--- config.mk ---
export PLATFORM = sky130hd
export DESIGN_NAME = http_header_line_parser_top
export DESIGN_NICKNAME = d
export VERILOG_FILES = /design/src/hhlp_pkg.sv /design/src/hhlp_front.sv /design/src/hhlp_queue.sv /design/src/hhlp_back.sv /design/src/http_header_line_parser_top.sv
export SDC_FILE = /design/constraint.sdc
export NUM_CORES = 1
export LEC_CHECK = 0
export BUFFER_PORTS_ARGS = -buffer_cell sky130_fd_sc_hd__buf_2
export CORE_ASPECT_RATIO = 1.2
export CORE_MARGIN = 2
export CORE_UTILIZATION = 51
export DETAILED_ROUTE_END_ITERATION = 16
export GPL_ROUTABILITY_DRIVEN = 0
export HOLD_SLACK_MARGIN = 0.05
export PLACE_DENSITY = 0.66
export SYNTH_ARGS = -nofsm -noshare
export SYNTH_HDL_FRONTEND = slang
export SYNTH_HIERARCHICAL = 1
export SYNTH_SLANG_ARGS = --single-unit
--- constraint.sdc ---
create_clock -name clk -period 15.1 [get_ports clk]
set_clock_uncertainty 0.05 [all_clocks]
set_input_delay 3.02 -clock clk [delete_from_list [all_inputs] [get_ports clk]]
set_output_delay 3.02 -clock clk [all_outputs]
set_load 0.05 [all_outputs]
--- src/hhlp_pkg.sv ---
`timescale 1ns / 1ps

package hhlp_pkg;

  localparam int MAX_LINE  = 4096;
  localparam int LINE_W    = $clog2(MAX_LINE);
  localparam int FIELD_W   = 12;
  localparam int LEN_W     = 31;
  localparam int NAME_MAX  = 14;
  localparam int NCAND     = 4;
  localparam int WIDE_W    = (LINE_W + 1 > FIELD_W + 1) ? LINE_W + 1 : FIELD_W + 1;

  localparam logic [FIELD_W-1:0] FIELD_MAX = {FIELD_W{1'b1}};
  localparam logic [LEN_W-1:0]   LEN_MAX   = {LEN_W{1'b1}};

  localparam logic [31:0]  TXT_HOST   = "Host";
  localparam logic [79:0]  TXT_AGENT  = "User-Agent";
  localparam logic [95:0]  TXT_TYPE   = "Content-Type";
  localparam logic [111:0] TXT_LENGTH = "Content-Length";

  typedef enum logic [3:0] {
    BC_NUL,
    BC_CR,
    BC_LF,
    BC_COLON,
    BC_BLANK,
    BC_VTFF,
    BC_PLUS,
    BC_MINUS,
    BC_DIGIT,
    BC_OTHER
  } byte_class_t;

  typedef enum logic [2:0] {
    PH_LINE_START,
    PH_START_CR,
    PH_NAME,
    PH_VALUE,
    PH_VALUE_CR,
    PH_IDLE
  } phase_t;

  typedef enum logic [1:0] {
    TRIM_LEAD,
    TRIM_IN_NAME,
    TRIM_TRAIL
  } trim_t;

  typedef enum logic [1:0] {
    NUM_EXPECT,
    NUM_DIGITS,
    NUM_DONE
  } num_t;

  typedef enum logic [1:0] {
    ST_OK,
    ST_END,
    ST_BAD
  } status_t;

  typedef enum logic [2:0] {
    KIND_NONE,
    KIND_HOST,
    KIND_AGENT,
    KIND_TYPE,
    KIND_LENGTH
  } kind_t;

  typedef struct packed {
    logic [7:0] data_byte;
    logic       new_request;
  } in_item_t;

  typedef struct packed {
    logic [1:0]         status;
    logic [2:0]         header_kind;
    logic [LEN_W-1:0]   content_length;
    logic [FIELD_W-1:0] value_offset;
    logic [FIELD_W-1:0] value_length;
    logic [3:0]         seen_mask;
  } out_item_t;

  // One classified beat as it travels from the front to the back.
  typedef struct packed {
    logic                               new_request;
    byte_class_t                        cls;
    logic [3:0]                         digit;
    logic [NCAND-1:0][NAME_MAX-1:0]     hit;
  } cls_item_t;

  function automatic int cand_len(input int k);
    int r;
    r = 0;
    unique case (k)
      0: r = 4;
      1: r = 10;
      2: r = 12;
      3: r = 14;
      default: r = 0;
    endcase
    return r;
  endfunction

  function automatic logic [7:0] cand_char(input int k, input int i);
    logic [7:0] c;
    c = 8'h00;
    if (i < cand_len(k)) begin
      unique case (k)
        0: c = TXT_HOST[8*(3-i) +: 8];
        1: c = TXT_AGENT[8*(9-i) +: 8];
        2: c = TXT_TYPE[8*(11-i) +: 8];
        3: c = TXT_LENGTH[8*(13-i) +: 8];
        default: c = 8'h00;
      endcase
    end
    return c;
  endfunction

  function automatic logic [FIELD_W-1:0] sat_field(input logic [LINE_W:0] v);
    logic [WIDE_W-1:0] e;
    e = WIDE_W'(v);
    return (e > WIDE_W'(FIELD_MAX)) ? FIELD_MAX : e[FIELD_W-1:0];
  endfunction

endpackage

--- src/hhlp_front.sv ---
`timescale 1ns / 1ps

module hhlp_front (
  input  hhlp_pkg::in_item_t  in_data,
  output hhlp_pkg::cls_item_t cls_data
);
  import hhlp_pkg::*;

  logic [7:0] b;

  assign b = in_data.data_byte;

  always_comb begin
    cls_data = '0;
    cls_data.new_request = in_data.new_request;
    cls_data.digit = b[3:0];
    priority if (b == 8'h00) begin
      cls_data.cls = BC_NUL;
    end else if (b == 8'h0D) begin
      cls_data.cls = BC_CR;
    end else if (b == 8'h0A) begin
      cls_data.cls = BC_LF;
    end else if (b == ":") begin
      cls_data.cls = BC_COLON;
    end else if (b == 8'h20 || b == 8'h09) begin
      cls_data.cls = BC_BLANK;
    end else if (b == 8'h0B || b == 8'h0C) begin
      cls_data.cls = BC_VTFF;
    end else if (b == "+") begin
      cls_data.cls = BC_PLUS;
    end else if (b == "-") begin
      cls_data.cls = BC_MINUS;
    end else if (b >= "0" && b <= "9") begin
      cls_data.cls = BC_DIGIT;
    end else begin
      cls_data.cls = BC_OTHER;
    end
    // Match the byte against every character position of every known name,
    // so the back end only has to pick the column of its current index.
    for (int k = 0; k < NCAND; k++) begin
      for (int i = 0; i < NAME_MAX; i++) begin
        cls_data.hit[k][i] = (i < cand_len(k)) && (b == cand_char(k, i));
      end
    end
  end

endmodule

--- src/hhlp_queue.sv ---
`timescale 1ns / 1ps

module hhlp_queue (
  input  logic                clk,
  input  logic                rst_n,
  input  logic                push,
  input  hhlp_pkg::cls_item_t push_data,
  output logic                full,
  input  logic                pop,
  output logic                pop_valid,
  output hhlp_pkg::cls_item_t pop_data
);
  import hhlp_pkg::*;

  cls_item_t  slot_r [2];
  logic       wr_ptr_r, wr_ptr_nxt;
  logic       rd_ptr_r, rd_ptr_nxt;
  logic [1:0] count_r, count_nxt;
  logic       do_push, do_pop;

  assign full      = (count_r == 2'd2);
  assign pop_valid = (count_r != 2'd0);
  assign pop_data  = slot_r[rd_ptr_r];
  assign do_push   = push && !full;
  assign do_pop    = pop && pop_valid;

  always_comb begin
    wr_ptr_nxt = do_push ? ~wr_ptr_r : wr_ptr_r;
    rd_ptr_nxt = do_pop ? ~rd_ptr_r : rd_ptr_r;
    count_nxt  = count_r + 2'(do_push) - 2'(do_pop);
  end

  always_ff @(posedge clk) begin
    if (!rst_n) begin
      wr_ptr_r <= 1'b0;
      rd_ptr_r <= 1'b0;
      count_r  <= 2'd0;
    end else begin
      wr_ptr_r <= wr_ptr_nxt;
      rd_ptr_r <= rd_ptr_nxt;
      count_r  <= count_nxt;
    end
  end

  always_ff @(posedge clk) begin
    if (do_push) begin
      slot_r[wr_ptr_r] <= push_data;
    end
  end

  a_count_range: assert property (@(posedge clk) disable iff (!rst_n)
    count_r != 2'd3)
    else $error("queue count out of range");

  a_ptr_gap: assert property (@(posedge clk) disable iff (!rst_n)
    (count_r == 2'd1) |-> (wr_ptr_r != rd_ptr_r))
    else $error("queue pointers disagree with count");

endmodule

--- src/hhlp_back.sv ---
`timescale 1ns / 1ps

module hhlp_back (
  input  logic                clk,
  input  logic                rst_n,
  input  logic                q_valid,
  input  hhlp_pkg::cls_item_t q_data,
  output logic                q_pop,
  output logic                out_valid,
  input  logic                out_stall,
  output hhlp_pkg::out_item_t out_data
);
  import hhlp_pkg::*;

  phase_t              phase_r, phase_nxt, cur_phase;
  logic [LINE_W-1:0]   lp_r, lp_nxt, cur_lp;
  logic [3:0]          idx_r, idx_nxt, cur_idx;
  logic [NCAND-1:0]    cand_r, cand_nxt, cur_cand;
  trim_t               trim_r, trim_nxt, cur_trim;
  logic [LINE_W-1:0]   first_r, first_nxt, cur_first;
  logic [LINE_W-1:0]   last_r, last_nxt, cur_last;
  logic                nonblank_r, nonblank_nxt, cur_nonblank;
  num_t                num_r, num_nxt, cur_num;
  logic                neg_r, neg_nxt, cur_neg;
  logic [LEN_W-1:0]    acc_r, acc_nxt, cur_acc;
  logic [LEN_W-1:0]    stored_r, stored_nxt, cur_stored;
  logic [3:0]          seen_r, seen_nxt, cur_seen;

  logic                out_valid_r;
  out_item_t           out_data_r;
  logic                go;
  logic                emit_c;
  status_t             res_status;
  kind_t               res_kind;
  logic [FIELD_W-1:0]  res_off, res_len;
  logic                blank, fail;
  logic [NCAND-1:0]    hit_now;
  kind_t               kind;
  logic [3:0]          kind_bit;
  logic [LEN_W+3:0]    acc_ext, acc_mul;
  logic [LINE_W:0]     len_w;

  assign go        = q_valid && (!out_valid_r || !out_stall);
  assign q_pop     = go;
  assign out_valid = out_valid_r;
  assign out_data  = out_data_r;
  assign blank     = (q_data.cls == BC_BLANK);

  always_comb begin
    // A new request starts from a fresh line and an empty record.
    if (q_data.new_request) begin
      cur_phase = PH_LINE_START;  cur_lp = '0;     cur_idx = '0;
      cur_cand = '1;              cur_trim = TRIM_LEAD;
      cur_first = '0;             cur_last = '0;   cur_nonblank = 1'b0;
      cur_num = NUM_EXPECT;       cur_neg = 1'b0;  cur_acc = '0;
      cur_stored = '0;            cur_seen = '0;
    end else begin
      cur_phase = phase_r;        cur_lp = lp_r;   cur_idx = idx_r;
      cur_cand = cand_r;          cur_trim = trim_r;
      cur_first = first_r;        cur_last = last_r; cur_nonblank = nonblank_r;
      cur_num = num_r;            cur_neg = neg_r; cur_acc = acc_r;
      cur_stored = stored_r;      cur_seen = seen_r;
    end

    phase_nxt = cur_phase;  idx_nxt = cur_idx;    cand_nxt = cur_cand;
    trim_nxt = cur_trim;    first_nxt = cur_first; last_nxt = cur_last;
    nonblank_nxt = cur_nonblank;  num_nxt = cur_num;  neg_nxt = cur_neg;
    acc_nxt = cur_acc;      stored_nxt = cur_stored; seen_nxt = cur_seen;
    lp_nxt = (cur_lp < LINE_W'(MAX_LINE - 1)) ? cur_lp + 1'b1 : cur_lp;

    emit_c = 1'b0;  fail = 1'b0;
    res_status = ST_OK;  res_kind = KIND_NONE;  res_off = '0;  res_len = '0;

    for (int k = 0; k < NCAND; k++) begin
      hit_now[k] = (cur_idx < 4'(NAME_MAX)) && q_data.hit[k][cur_idx];
    end
    kind = KIND_NONE;
    for (int k = 0; k < NCAND; k++) begin
      if (cur_cand[k] && cur_idx == 4'(cand_len(k))) begin
        kind = kind_t'(k + 1);
      end
    end
    kind_bit = 4'b0001 << (3'(kind) - 3'd1);

    acc_ext = (LEN_W+4)'(cur_acc);
    acc_mul = (acc_ext << 3) + (acc_ext << 1) + (LEN_W+4)'(q_data.digit);
    len_w   = (LINE_W+1)'(cur_last) - (LINE_W+1)'(cur_first) + 1'b1;

    unique case (cur_phase)
      PH_LINE_START, PH_NAME: begin
        if (cur_phase == PH_LINE_START && q_data.cls == BC_CR) begin
          phase_nxt = PH_START_CR;
        end else if (q_data.cls == BC_COLON) begin
          phase_nxt = PH_VALUE;
        end else if (q_data.cls == BC_NUL || q_data.cls == BC_CR ||
                     q_data.cls == BC_LF) begin
          fail = 1'b1;
        end else begin
          phase_nxt = PH_NAME;
          if (blank) begin
            if (cur_trim == TRIM_IN_NAME) begin
              trim_nxt = TRIM_TRAIL;
            end
          end else begin
            // A character after inner blanks can never match a known name.
            cand_nxt = (cur_trim == TRIM_TRAIL) ? '0 : (cur_cand & hit_now);
            trim_nxt = TRIM_IN_NAME;
            if (cur_idx != 4'hF) begin
              idx_nxt = cur_idx + 1'b1;
            end
          end
        end
      end
      PH_START_CR: begin
        if (q_data.cls == BC_LF) begin
          phase_nxt  = PH_IDLE;
          emit_c     = 1'b1;
          res_status = ST_END;
        end else begin
          fail = 1'b1;
        end
      end
      PH_VALUE: begin
        if (q_data.cls == BC_CR) begin
          phase_nxt = PH_VALUE_CR;
        end else if (q_data.cls == BC_NUL || q_data.cls == BC_LF) begin
          fail = 1'b1;
        end else begin
          if (!blank) begin
            if (!cur_nonblank) begin
              first_nxt    = cur_lp;
              nonblank_nxt = 1'b1;
            end
            last_nxt = cur_lp;
          end
          if (cur_num == NUM_EXPECT &&
              (q_data.cls == BC_PLUS || q_data.cls == BC_MINUS)) begin
            neg_nxt = (q_data.cls == BC_MINUS);
            num_nxt = NUM_DIGITS;
          end else if (cur_num == NUM_EXPECT && (blank || q_data.cls == BC_VTFF)) begin
            num_nxt = NUM_EXPECT;
          end else if (cur_num != NUM_DONE) begin
            if (q_data.cls == BC_DIGIT) begin
              num_nxt = NUM_DIGITS;
              acc_nxt = (acc_mul > (LEN_W+4)'(LEN_MAX)) ? LEN_MAX : acc_mul[LEN_W-1:0];
            end else begin
              num_nxt = NUM_DONE;
            end
          end
        end
      end
      PH_VALUE_CR: begin
        if (q_data.cls != BC_LF || !cur_nonblank) begin
          fail = 1'b1;
        end else if (kind != KIND_NONE && (cur_seen & kind_bit) != 4'd0) begin
          fail = 1'b1;
        end else begin
          seen_nxt = (kind != KIND_NONE) ? (cur_seen | kind_bit) : cur_seen;
          if (kind == KIND_LENGTH && cur_neg && cur_acc != '0) begin
            // The header still counts as seen; the stored length stays.
            fail = 1'b1;
          end else begin
            if (kind == KIND_LENGTH) begin
              stored_nxt = cur_acc;
            end
            emit_c     = 1'b1;
            res_status = ST_OK;
            res_kind   = kind;
            res_off    = sat_field((LINE_W+1)'(cur_first));
            res_len    = sat_field(len_w);
            phase_nxt  = PH_LINE_START;
            lp_nxt     = '0;  idx_nxt = '0;  cand_nxt = '1;  trim_nxt = TRIM_LEAD;
            first_nxt  = '0;  last_nxt = '0; nonblank_nxt = 1'b0;
            num_nxt    = NUM_EXPECT;  neg_nxt = 1'b0;  acc_nxt = '0;
          end
        end
      end
      default: begin
      end
    endcase

    if (fail) begin
      phase_nxt  = PH_IDLE;
      emit_c     = 1'b1;
      res_status = ST_BAD;
      res_kind   = KIND_NONE;
      res_off    = '0;
      res_len    = '0;
    end
  end

  always_ff @(posedge clk) begin
    if (!rst_n) begin
      phase_r <= PH_LINE_START;  lp_r <= '0;  idx_r <= '0;  cand_r <= '1;
      trim_r <= TRIM_LEAD;  first_r <= '0;  last_r <= '0;  nonblank_r <= 1'b0;
      num_r <= NUM_EXPECT;  neg_r <= 1'b0;  acc_r <= '0;  stored_r <= '0;
      seen_r <= '0;  out_valid_r <= 1'b0;
    end else begin
      if (go) begin
        phase_r <= phase_nxt;  lp_r <= lp_nxt;  idx_r <= idx_nxt;
        cand_r <= cand_nxt;  trim_r <= trim_nxt;  first_r <= first_nxt;
        last_r <= last_nxt;  nonblank_r <= nonblank_nxt;  num_r <= num_nxt;
        neg_r <= neg_nxt;  acc_r <= acc_nxt;  stored_r <= stored_nxt;
        seen_r <= seen_nxt;
        out_valid_r <= emit_c;
      end else if (!out_stall) begin
        out_valid_r <= 1'b0;
      end
    end
  end

  always_ff @(posedge clk) begin
    if (go && emit_c) begin
      out_data_r.status         <= 2'(res_status);
      out_data_r.header_kind    <= 3'(res_kind);
      out_data_r.content_length <= stored_nxt;
      out_data_r.value_offset   <= res_off;
      out_data_r.value_length   <= res_len;
      out_data_r.seen_mask      <= seen_nxt;
    end
  end

  a_idle_quiet: assert property (@(posedge clk) disable iff (!rst_n)
    (go && phase_r == PH_IDLE && !q_data.new_request) |-> !emit_c)
    else $error("result produced while ignoring bytes");

  a_ok_restarts: assert property (@(posedge clk) disable iff (!rst_n)
    (go && emit_c && res_status == ST_OK) |-> (phase_nxt == PH_LINE_START))
    else $error("accepted line did not restart the parser");

  a_seen_sticky: assert property (@(posedge clk) disable iff (!rst_n)
    (go && !q_data.new_request) |-> ((seen_nxt & seen_r) == seen_r))
    else $error("seen flag dropped without a new request");

  a_value_order: assert property (@(posedge clk) disable iff (!rst_n)
    nonblank_r |-> (last_r >= first_r))
    else $error("trimmed value ends before it starts");

endmodule

--- src/http_header_line_parser_top.sv ---
`timescale 1ns / 1ps

// Streaming HTTP header line parser: one header byte per input beat, and one
// result beat for each line that is accepted, for the end of the headers, or
// for the first format error, after which bytes are dropped until a beat with
// new_request set. The block takes one byte every clock cycle while in_stall
// is low; the front classifies the byte and matches it against the known
// header names, a two-entry queue holds classified bytes, and the back
// updates the parse state for each byte that it pops. A result is registered
// after its last byte passes the queue; in_stall rises only when the queue
// is full because the output register is held by out_stall.
module http_header_line_parser_top (
  input  logic               clk,
  input  logic               rst_n,
  input  logic               in_valid,
  output logic               in_stall,
  input  hhlp_pkg::in_item_t  in_data,
  output logic               out_valid,
  input  logic               out_stall,
  output hhlp_pkg::out_item_t out_data
);
  import hhlp_pkg::*;

  cls_item_t cls_in, cls_out;
  logic      q_full, q_pop, q_valid;

  hhlp_front u_front (
    .in_data  (in_data),
    .cls_data (cls_in)
  );

  hhlp_queue u_queue (
    .clk       (clk),
    .rst_n     (rst_n),
    .push      (in_valid),
    .push_data (cls_in),
    .full      (q_full),
    .pop       (q_pop),
    .pop_valid (q_valid),
    .pop_data  (cls_out)
  );

  hhlp_back u_back (
    .clk       (clk),
    .rst_n     (rst_n),
    .q_valid   (q_valid),
    .q_data    (cls_out),
    .q_pop     (q_pop),
    .out_valid (out_valid),
    .out_stall (out_stall),
    .out_data  (out_data)
  );

  assign in_stall = q_full;

endmodule

==> results.md, run 1 <==
* Count of final max-slew check failures at 0
* Internal at 1.78 mW
* Hold crit path type: reg -> reg
* Met2 wire length at 20100 microns
* Post-synthesis adder-cell area fraction at 0.0651
* Status: completed
* Most common cell in the netlist: nand2_1
* CP cell instances: mux2_4 > inv_1 > buf_4 > nand2_1 > inv_1 > ha_1 > nand2_1 > o31a_1 > o2111ai_1 > nand2b_1 > nor2_8 > nand2_2 > inv_2 > o21ai_2 > buf_4 > a22oi_1 > nor2b_1
* Wire length on met1 at 17100 microns
* Synth Area in Compound Gates at 0.163
* Post-synthesis cell area at 17900 sq um
* Clock Latency Late Sink at 0.55 ns
* Initial antenna violation count at 0
* Gr usage total at 0.217
* PD cells at 139 nW/um^2
* Hold bufs inserted after CTS at 0
* Vias per cell at 5.83
* Peak VDD IR at 0.120 mV
* P_leak at 7.39 nW
* Post-synth cell types at 92
* Die area at 36600 sq um
* HP Start: u_back/last_r[7]
* Crit path arrival time at 6.26 ns
* Pin count of the biggest net entering global routing at 100
* Post-synthesis cell count at 1737
* Synth Area in Simple Gates at 0.163
* Cell area after layout at 19300 sq um
* Asr flop ratio synth at 0
* Tmin final at 5.83 ns
* Routed wire length on met3 at 1930 microns
* # resized after CTS at 0
* Worst R2R Path Depth at 17
* Clk slew on worst S/H paths at 0.06 ns
* ANT nets after route at 0
* Crit Path Class: reg -> reg
* Filler cell count in the final layout at 3058
* Io pins at 79
* Nets at 1840
* Final-report setup violation count at 0
* Setup TNS at 0 ns
* Synth Area in XOR/XNOR at 0.0191
* Die Ht at 209 microns
* Register area at 8330 sq um
* Largest family of logic cells by synthesized area: simple AND/OR/NAND/NOR gates
* N_diodes at 0
* Row Count at 75
* Via count at 13000
* Slowest stage delay, CP at 0.67 ns
* Vias in the first global route at 12800
* Max clock buf depth at 3
* Number of enable flip-flop cells after synthesis at 194
* Max-slew headroom at 0.205
* Total of max-cap violations at 0
* Total detailed-routing wirelength at 40500 microns
* Achievable Freq at 171 MHz
* Fin. Hold Viols at 0
* Post-CTS setup buffers at 0
* Slowest-stage cell, CP: dfxtp_4
* First-pass GRT wire length at 64500 microns
* Layout cells sized above 1 at 0.147
* PortBufs at 78
* First-pass DRT Iterations at 5
* Mean Syn Cell Area at 10.3 sq um
* Layout area overhead at 8.06%
* Reg-to-Reg End: u_back/stored_r[8]
* Switching Fraction at 0.340
* Fin crit share at 0.386
* Slew @ Worst Pin at 1.18 ns
* Share of the synthesized area in the top cell type at 0.325
* Worst Hold Depth at 1
* Starting Density at 0.514
* Sequential power share at 0.409
* Sw Pwr at 915 uW
* Worst Hold End: u_back/last_r[7]
* Reg2reg setup slack at 9.27 ns
* DR top layer: met4
* CTS Buf Count at 35
* Synth top cells by count: nand2_1 (210), edfxtp_1 (194), a21oi_1 (134)
* Top post-synthesis cells by area: edfxtp_1 (33%), dfxtp_1 (14%), ha_1 (6.3%)
* Worst setup EP type: flip-flop
* DIE WIDTH at 175 microns
* Most used DFF post-synth: edfxtp_1
* Yosys top cell by area: edfxtp_1
* Iter 0 DRT Violations at 863
* Sequential fraction of the synthesis area at 0.465
* Mean routed wirelength per cell at 18.2 microns
* Critical path required time at 15.52 ns
* Sink Count at 319
* Clock share of power at 0.303
* Yosys reg bits at 319
* CTS tree: built
* Critical path peak fanout at 57
* Core area at 34800 sq um
* CP startpoint kind: flip-flop
* Mux share of post-synthesis cell area at 0.0680
* Synth Warn # at 6
* RSZ-0062 raised after global routing: false
* Drc violations at 0
* Clock root buffer master: clkbuf_16
* Multi-input gate area at 8670 sq um
* Dpl hpwl at 27400 microns
* GRT Residual Overflow at 0
* Cell area after placement at 18200 sq um
* H-tree lvl count at 2
* Combinational share of power at 0.288
==> layout make-up <==
cell class	instances	area share
clock inverter	20	0.00873
timing repair buffer	94	0.0264
clock buffer	44	0.0481
tap	462	0.0299
multi-input combinational	1245	0.448
sequential	319	0.431
inverter	40	0.00776
==> metrics by stage <==
| stage | utilization | worst slack [ns] | hold slack [ns] | cells | power [mW] |
|---|---|---|---|---|---|
| finish | 0.556 | 9.27 | 0.410 | 2224 | 2.69 |
| floorplan | - | 7.54 | 0.384 | 1752 | 1.72 |
| CTS | 0.556 | 9.30 | 0.414 | 2224 | 2.72 |
| global route | 0.556 | 8.91 | 0.430 | 2224 | 2.81 |
| detailed placement | 0.524 | 9.27 | 0.400 | 2160 | 1.89 |
| global placement | 0.524 | 9.32 | 0.394 | 2160 | 1.88 |
==> registers in the layout (all words and copies together) (netlist names), 2 cells and up, named ones only <==
register,flops
u_back/acc_r,31
u_back/cand_r,4
u_back/first_r,12
u_back/idx_r,4
u_back/last_r,12
u_back/lp_r,12
u_back/num_r,2
u_back/out_data,64
u_back/phase_r,3
u_back/seen_r,4
u_back/stored_r,31
u_back/trim_r,2
u_queue/count_r,2
u_queue/slot_r,130
==> metal layers <==
metal	vias to the layer above	global-route usage
met4	0	0.0914
li1	6310	-
met3	96	0.0335
met2	345	0.381
met1	6220	0.264
met5	-	0
==> power groups by stage <==
stage,logic [mW],registers (mW),clock network (mW)
after floorplan,0.554,1.16,0
after CTS,0.777,1.10,0.838
after global routing,0.836,1.11,0.867
after global placement,0.766,1.11,0
final,0.775,1.10,0.817
after detailed placement,0.775,1.12,0
==> logic make-up (layout without fill, tap and decap cells) <==
group	after synthesis	after routing
simple gates	577	577
compound gates	432	432
flops	319	319
buf+inv	188	198
fa+ha+maj	92	92
mux	89	89
xor+xnor	39	39
other cells	1	16
==> layout by cell type (no fill, tap or decap), types with 17 or more instances in the layout <==
cell,instances
xnor2_1,19
nor3_1,30
inv_1,39
nand2b_1,18
buf_2,78
o21ai_0,58
ha_1,90
mux2_4,51
nand2_1,210
a21oi_1,134
xor2_1,20
a21o_1,34
edfxtp_1,194
dfxtp_1,124
nand3_1,25
nor2b_1,112
clkbuf_16,35
o221ai_1,21
mux2_2,20
nand4_1,17
a22oi_1,41
and2_1,20
nor2_1,73
==> how the worst max path moves through the flow <==
stage	start	endpoint	slack, ns	cells past startpoint
2_1_floorplan	out_stall	u_back/out_data[0]	7.54	6
3_3_place_gp	out_stall	u_back/last_r[7]	9.32	8
3_5_place_dp	out_stall	u_back/out_data[31]	9.27	9
4_1_cts	flip-flop	u_back/acc_r[22]	9.30	16
5_1_grt	flip-flop	u_back/stored_r[8]	8.91	17
6_report	flip-flop	u_back/stored_r[8]	9.27	17
==> worst max-delay path, delay by kind of cell, from the launching register on <==
kind                       cells  cell delay, ns
AOI/OAI and AO/OA              4            0.77
DFF                            1            0.67
adders and majority gates      1            0.24
and+or+nand+nor                6            1.65
buffers and inverters          5            1.68
muxes                          1            0.58
Power figures use the tool's default switching activity.
==> run 2: changes to the inputs <==
--- a/config.mk
+++ b/config.mk
@@ -12,7 +12,7 @@
 export DETAILED_ROUTE_END_ITERATION = 16
 export GPL_ROUTABILITY_DRIVEN = 0
 export HOLD_SLACK_MARGIN = 0.05
-export PLACE_DENSITY = 0.66
+export PLACE_DENSITY = 0.69
 export SYNTH_ARGS = -nofsm -noshare
 export SYNTH_HDL_FRONTEND = slang
 export SYNTH_HIERARCHICAL = 1
==> constraint.sdc (replaced) <==
create_clock -name clk -period 4.95 [get_ports clk]
set_clock_uncertainty 0.05 [all_clocks]
set_input_delay 0.99 -clock clk [delete_from_list [all_inputs] [get_ports clk]]
set_output_delay 0.99 -clock clk [all_outputs]
set_load 0.05 [all_outputs]
==> run 2 against run 1 <==
  * Hold slack better by 0.0091 ns
  * Critical endpoint is now u_back/acc_r[6]
  * Clock power increased to 3.2 times the previous value
  * Fmax increased by 26%
  * Global-route usage is 0.62 points higher
  * Via count grew 1.2%
  * Sequential share of layout area is 0.43 points lower
  * Total power grew to 3.1 times the previous value
  * Die area unchanged
  * Sequential cell count did not move
  * Sequential power increased to 3.0 times the previous value
  * Register-to-register slack got worse by 9.0 ns
==> results.md, run 2 (synthesis gave the netlist of run 1 again) <==
* Achievable Freq at 215 MHz (+26%)
* Crit path arrival time at 5.08 ns (-1.18 ns)
* Commonest non-fill, non-tap cells in the layout: nand2_1 (210), edfxtp_1 (194), a21oi_1 (134)
* Crit Path Class: reg -> reg
* Finished Layout Cells at 2237 (+0.58%)
* Vias per cell at 5.87 (+0.59%)
* Hold bufs inserted after CTS at 0 (unchanged)
* # resized after CTS at 0 (unchanged)
* Vias in the first global route at 13000 (+1.8%)
* Peak VDD IR at 0.341 mV (+180%)
* Nets at 1854 (+0.76%)
* Final worst slack at 0.308 ns (-8.96 ns)
* CTS Buf Count at 34 (-2.9%)
* PD cells at 430 nW/um^2 (+210%)
* Clock root buffer master: clkbuf_16
* Max clock buf depth at 3 (unchanged)
* Row Count at 75 (unchanged)
* Io pins at 79 (unchanged)
* Status: completed
* Clk slew on worst S/H paths at 0.06 ns (about the same)
* Crit-path leading delay family: compound AO/OA/AOI/OAI gates
* P_leak at 7.48 nW (+1.2%)
* Hold crit path type: reg -> reg
* CP startpoint kind: flip-flop
* Total of max-cap violations at 0 (unchanged)
* Worst setup EP type: flip-flop
* PortBufs at 78 (unchanged)
* Slowest-stage cell, CP: o211ai_4
* Critical path required time at 5.39 ns (-10.13 ns)
* Post-CTS setup buffers at 0 (unchanged)
* N_diodes at 0 (unchanged)
* Final-report setup violation count at 0 (unchanged)
* Dpl ws at 0.265 ns (-9.01 ns)
* First-pass GRT wire length at 66500 microns (+3.1%)
* Mean routed wirelength per cell at 18.3 microns (+0.51%)
* Tmin final at 4.64 ns (-1.19 ns)
* Die area at 36600 sq um (unchanged)
* Core area at 34800 sq um (unchanged)
* Max-slew headroom at 0.236 (+0.0304)
* Starting Density at 0.514 (unchanged)
* CP cell instances: mux2_4 > nor2b_1 > xor2_1 > ha_1 > inv_1 > fa_1 > nand2b_1 > a21oi_1 > o311ai_1 > nand4b_1 > nand3_1 > o211a_1 > o211ai_4 > o221ai_1 > nand2_1
* Dpl hpwl at 27400 microns (-0.24%)
* Commonest non-fill, non-tap cell in the layout: nand2_1
* Via count at 13100 (+1.2%)
* Setup TNS at 0 ns (unchanged)
* Slowest stage delay, CP at 0.76 ns (+0.09 ns)
* Drc violations at 0 (unchanged)
* Critical path peak fanout at 26 (-54%)
* Largest Register: u_queue/slot_r
* Die Ht at 209 microns (unchanged)
* Max reg flops at 130 (unchanged)
* Initial antenna violation count at 1 (+1)
* ANT nets after route at 0 (unchanged)
* Layout cells sized above 1 at 0.155 (+0.00794)
* Total detailed-routing wirelength at 40900 microns (+1.1%)
* First-pass DRT Iterations at 7 (+2)
* Fin crit share at 0.938 (+0.551)
* Count of final max-slew check failures at 0 (unchanged)
* Fin. Hold Viols at 0 (unchanged)
* Iter 0 DRT Violations at 835 (-3.2%)
* Cells after DPL at 2175 (+0.69%)
* RSZ-0062 raised after global routing: false
* CTS tree: built
* Layout area overhead at 9.16%
* GRT Residual Overflow at 0 (unchanged)
* Pin count of the biggest net entering global routing at 100 (unchanged)
* Slew @ Worst Pin at 1.14 ns (-0.0472 ns)
* Worst Path Buf+Inv at 1 (-4)
* DIE WIDTH at 175 microns (unchanged)
* Gr usage total at 0.223 (+0.00616)
* H-tree lvl count at 2 (unchanged)
* Clock Latency Late Sink at 0.55 ns (about the same)
* Sink Count at 319 (unchanged)
run 2: cell count changes in the layout (fill, tap and decap cells not counted), sizes merged:
| cell | delta |
|---|---|
| bufinv | +4 |
| inv | -4 |
| clkbuf | -3 |
| clkinvlp | +5 |
| clkinv | -4 |
| buf | +15 |
run 2: per-stage QoR:
step | hold WS, ns | total power, mW | util | cell area [sq um]
after CTS | 0.421 | 8.46 | 0.561 | 19500
after global placement | 0.392 | 5.75 | 0.528 | 18400
after detailed placement | 0.402 | 5.80 | 0.528 | 18400
after floorplan | 0.384 | 5.23 | - | 18000
final | 0.419 | 8.39 | 0.561 | 19500
after global routing | 0.433 | 8.79 | 0.561 | 19500
run 2: path summary, 6_finish.rpt:
| check | from | to | slack (ns) | depth (start not counted) |
|---|---|---|---|---|
| max reg2reg | flip-flop | u_back/acc_r[6] | 0.31 | 15 |
| max | flip-flop | u_back/acc_r[6] | 0.31 | 15 |
| min | u_back/last_r[9] | u_back/last_r[9] | 0.42 | 1 |
| min reg2reg | u_back/last_r[9] | u_back/last_r[9] | 0.42 | 1 |
run 2: where the power goes:
group	internal, mW	leakage (nW)	total (mW)	switching, mW
Sequential	3.17	2.86	3.31	0.140
Clock	1.55	0.546	2.64	1.08
Combinational	0.869	4.08	2.45	1.58
Total	5.59	7.48	8.39	2.80
run 2: cell type report:
cell class,count,area (sq um)
clock inverters,21,283
inverters,40,150
flip-flops and latches,319,8330
well taps,462,578
clock buffers,41,877
fillers,3074,15300
multi-input cells,1245,8680
repair buffers,109,636
run 2: routing by layer:
metal,track usage,up-vias,part of all wire
li1,-,6330,-
met1,0.282,6343,0.43
met2,0.388,369,0.49
met3,0.0313,82,0.050
met4,0.0822,0,0.029
met5,0,-,0
run 2: worst register-to-register path: stages, from the launching register on:
cell	delay, ns
dfxtp_4	0.39
mux2_4	0.45
nor2b_1	0.41
xor2_1	0.13
ha_1	0.33
inv_1	0.07
fa_1	0.43
nand2b_1	0.19
a21oi_1	0.25
o311ai_1	0.21
nand4b_1	0.16
nand3_1	0.15
o211a_1	0.20
o211ai_4	0.76
o221ai_1	0.30
nand2_1	0.12
==> run 3: changes to the inputs <==
--- a/config.mk
+++ b/config.mk
@@ -7,12 +7,12 @@
 export LEC_CHECK = 0
 export BUFFER_PORTS_ARGS = -buffer_cell sky130_fd_sc_hd__buf_2
 export CORE_ASPECT_RATIO = 1.2
-export CORE_MARGIN = 2
 export CORE_UTILIZATION = 51
 export DETAILED_ROUTE_END_ITERATION = 16
 export GPL_ROUTABILITY_DRIVEN = 0
 export HOLD_SLACK_MARGIN = 0.05
 export PLACE_DENSITY = 0.69
+export RECOVER_POWER = 25
 export SYNTH_ARGS = -nofsm -noshare
 export SYNTH_HDL_FRONTEND = slang
 export SYNTH_HIERARCHICAL = 1
==> run 3 against run 2 <==
  * The run now ends with capacitance limit, slew limit left
  * Register-to-register slack lost 0.03 ns
  * Hold slack got worse by 0.0027 ns
  * Sequential share of layout area fell by 0.060 points
==> results.md, run 3 (synthesis gave the netlist of run 1 again) <==
* GRT Residual Overflow at 0 (unchanged)
* Hold crit path type: reg -> reg
* Initial antenna violation count at 2 (+1)
* Dpl hpwl at 27400 microns (about the same)
* ANT nets after route at 0 (unchanged)
* Clock Latency Late Sink at 0.54 ns (about the same)
* PortBufs at 78 (unchanged)
* Vias in the first global route at 12600 (-3.5%)
* Max reg flops at 130 (unchanged)
* CP startpoint kind: flip-flop
* Clk slew on worst S/H paths at 0.06 ns (about the same)
* Slew @ Worst Pin at 2.19 ns (+1.05 ns)
* First-pass DRT Iterations at 8 (+1)
* Peak VDD IR at 0.334 mV (-2.2%)
* Starting Density at 0.523 (+0.00836)
* Gr usage total at 0.222 (-0.00110)
* Commonest non-fill, non-tap cells in the layout: nand2_1 (210), edfxtp_1 (194), a21oi_1 (134)
* Layout cells sized above 1 at 0.149 (-0.00614)
* Max-slew headroom at -0.461 (-0.697)
* Drc violations at 0 (unchanged)
* Pin count of the biggest net entering global routing at 95 (-5.0%)
* Power Total at 8.40 mW (about the same)
* First-pass GRT wire length at 64900 microns (-2.5%)
* CTS tree: built
* CTS Buf Count at 35 (+2.9%)
* Die Ht at 207 microns (-0.96%)
* Tmin final at 4.67 ns (+0.0329 ns)
* Cell area after placement at 18400 sq um (about the same)
* Mean routed wirelength per cell at 18.0 microns (-1.6%)
* Io pins at 79 (unchanged)
* H-tree lvl count at 2 (unchanged)
* Via count at 13200 (+0.61%)
* Status: finished, violations left
* Clock root buffer master: clkbuf_16
* Nets at 1860 (+0.32%)
* Sequential power share at 0.394 (about the same)
* Met2 wire length at 19800 microns (-1.7%)
* Worst setup EP type: flip-flop
* Total of max-cap violations at 2 (+2)
* Sw Pwr at 2.76 mW (-1.5%)
* Combinational share of power at 0.290 (-0.002)
* Routed wire length on met3 at 2000 microns (-2.1%)
* Commonest non-fill, non-tap cell in the layout: nand2_1
* DIE WIDTH at 173 microns (-1.1%)
* Finished Layout Cells at 2239 (+0.089%)
* Fin crit share at 0.944 (+0.00665)
* DR top layer: met4
* Internal at 5.64 mW (+0.86%)
* Post-CTS setup buffers at 0 (unchanged)
* Crit path arrival time at 5.04 ns (-0.04 ns)
* Dpl ws at 0.252 ns (-0.0132 ns)
* Crit Path Class: reg -> reg
* Layout area overhead at 9.31%
* Cell area after layout at 19600 sq um (+0.14%)
* P_leak at 7.50 nW (+0.17%)
* Vias per cell at 5.90 (+0.52%)
* Switching Fraction at 0.329 (-0.00531)
* Die area at 35900 sq um (-2.1%)
* Row Count at 74 (-1.3%)
* Final-report setup violation count at 0 (unchanged)
* Iter 0 DRT Violations at 860 (+3.0%)
* Failing checks: capacitance limit, slew limit
* Clock share of power at 0.315 (about the same)
* Wire length on met1 at 17100 microns (-2.7%)
* Fin. Hold Viols at 0 (unchanged)
* PD cells at 429 nW/um^2 (about the same)
* Max clock buf depth at 3 (unchanged)
* Hold bufs inserted after CTS at 0 (unchanged)
* Final worst slack at 0.275 ns (-0.0329 ns)
* Largest Register: u_queue/slot_r
* Core area at 34300 sq um (-1.6%)
* Cells after DPL at 2173 (-0.092%)
* Sink Count at 319 (unchanged)
* Total detailed-routing wirelength at 40300 microns (-1.5%)
* Critical path required time at 5.32 ns (-0.07 ns)
* Critical path peak fanout at 42 (+62%)
* Count of final max-slew check failures at 69 (+69)
* Achievable Freq at 214 MHz (-0.70%)
[run 3: critical path, cell delays in order (launching register included)]
cell       delay (ns)
dfxtp_4          0.41
mux2_4           0.50
nor2b_1          0.41
xor2_1           0.20
ha_1             0.28
ha_1             0.33
a211oi_2         0.27
o211ai_1         0.22
a211oi_2         0.31
o2111ai_2        0.18
a21o_1           0.22
a221oi_2         0.45
o211ai_4         0.32
nor2_2           0.30
a31oi_1          0.11
[run 3: power by group through the flow]
stage	clock [mW]	combinational, mW	sequential (mW)
floorplan	0	1.70	3.54
global placement	0	2.41	3.35
detailed placement	0	2.43	3.36
CTS	2.72	2.44	3.31
global route	2.81	2.62	3.34
finish	2.65	2.44	3.31
[run 3: metal layers]
metal,vias to the layer above,track usage
met4,0,0.0943
met2,389,0.382
li1,6353,-
met5,-,0
met1,6364,0.277
met3,98,0.0335
[run 3: through the flow]
step	TNS, ns	utilization	hold WS [ns]
2_1_floorplan	0	-	0.384
3_3_place_gp	0	0.537	0.393
3_5_place_dp	0	0.537	0.401
4_1_cts	0	0.571	0.417
5_1_grt	-0.0861	0.571	0.436
6_report	0	0.571	0.416
[run 3: path summary, 6_finish.rpt]
kind                         start               end  slack (ns)  cells after the start
setup / recovery         flip-flop  u_back/acc_r[22]        0.28                     14
hold / removal    u_back/acc_r[26]  u_back/acc_r[26]        0.42                      2
setup reg to reg         flip-flop  u_back/acc_r[22]        0.28                     14
hold reg to reg   u_back/acc_r[26]  u_back/acc_r[26]        0.42                      2
[run 3: layout make-up]
class | instances | area [sq um]
fillers | 2966 | 14700
multi-input cells | 1246 | 8680
flip-flops and latches | 319 | 8330
clock buffers | 48 | 966
repair buffers | 113 | 651
well taps | 456 | 571
clock inverters | 15 | 211
inverters | 40 | 150
diodes | 2 | 5.00
[run 3: timing repair]
item                       4_1_cts  5_1_grt
hold endpoints to repair         0        0
resized for setup                0        1
setup endpoints to repair        0       29
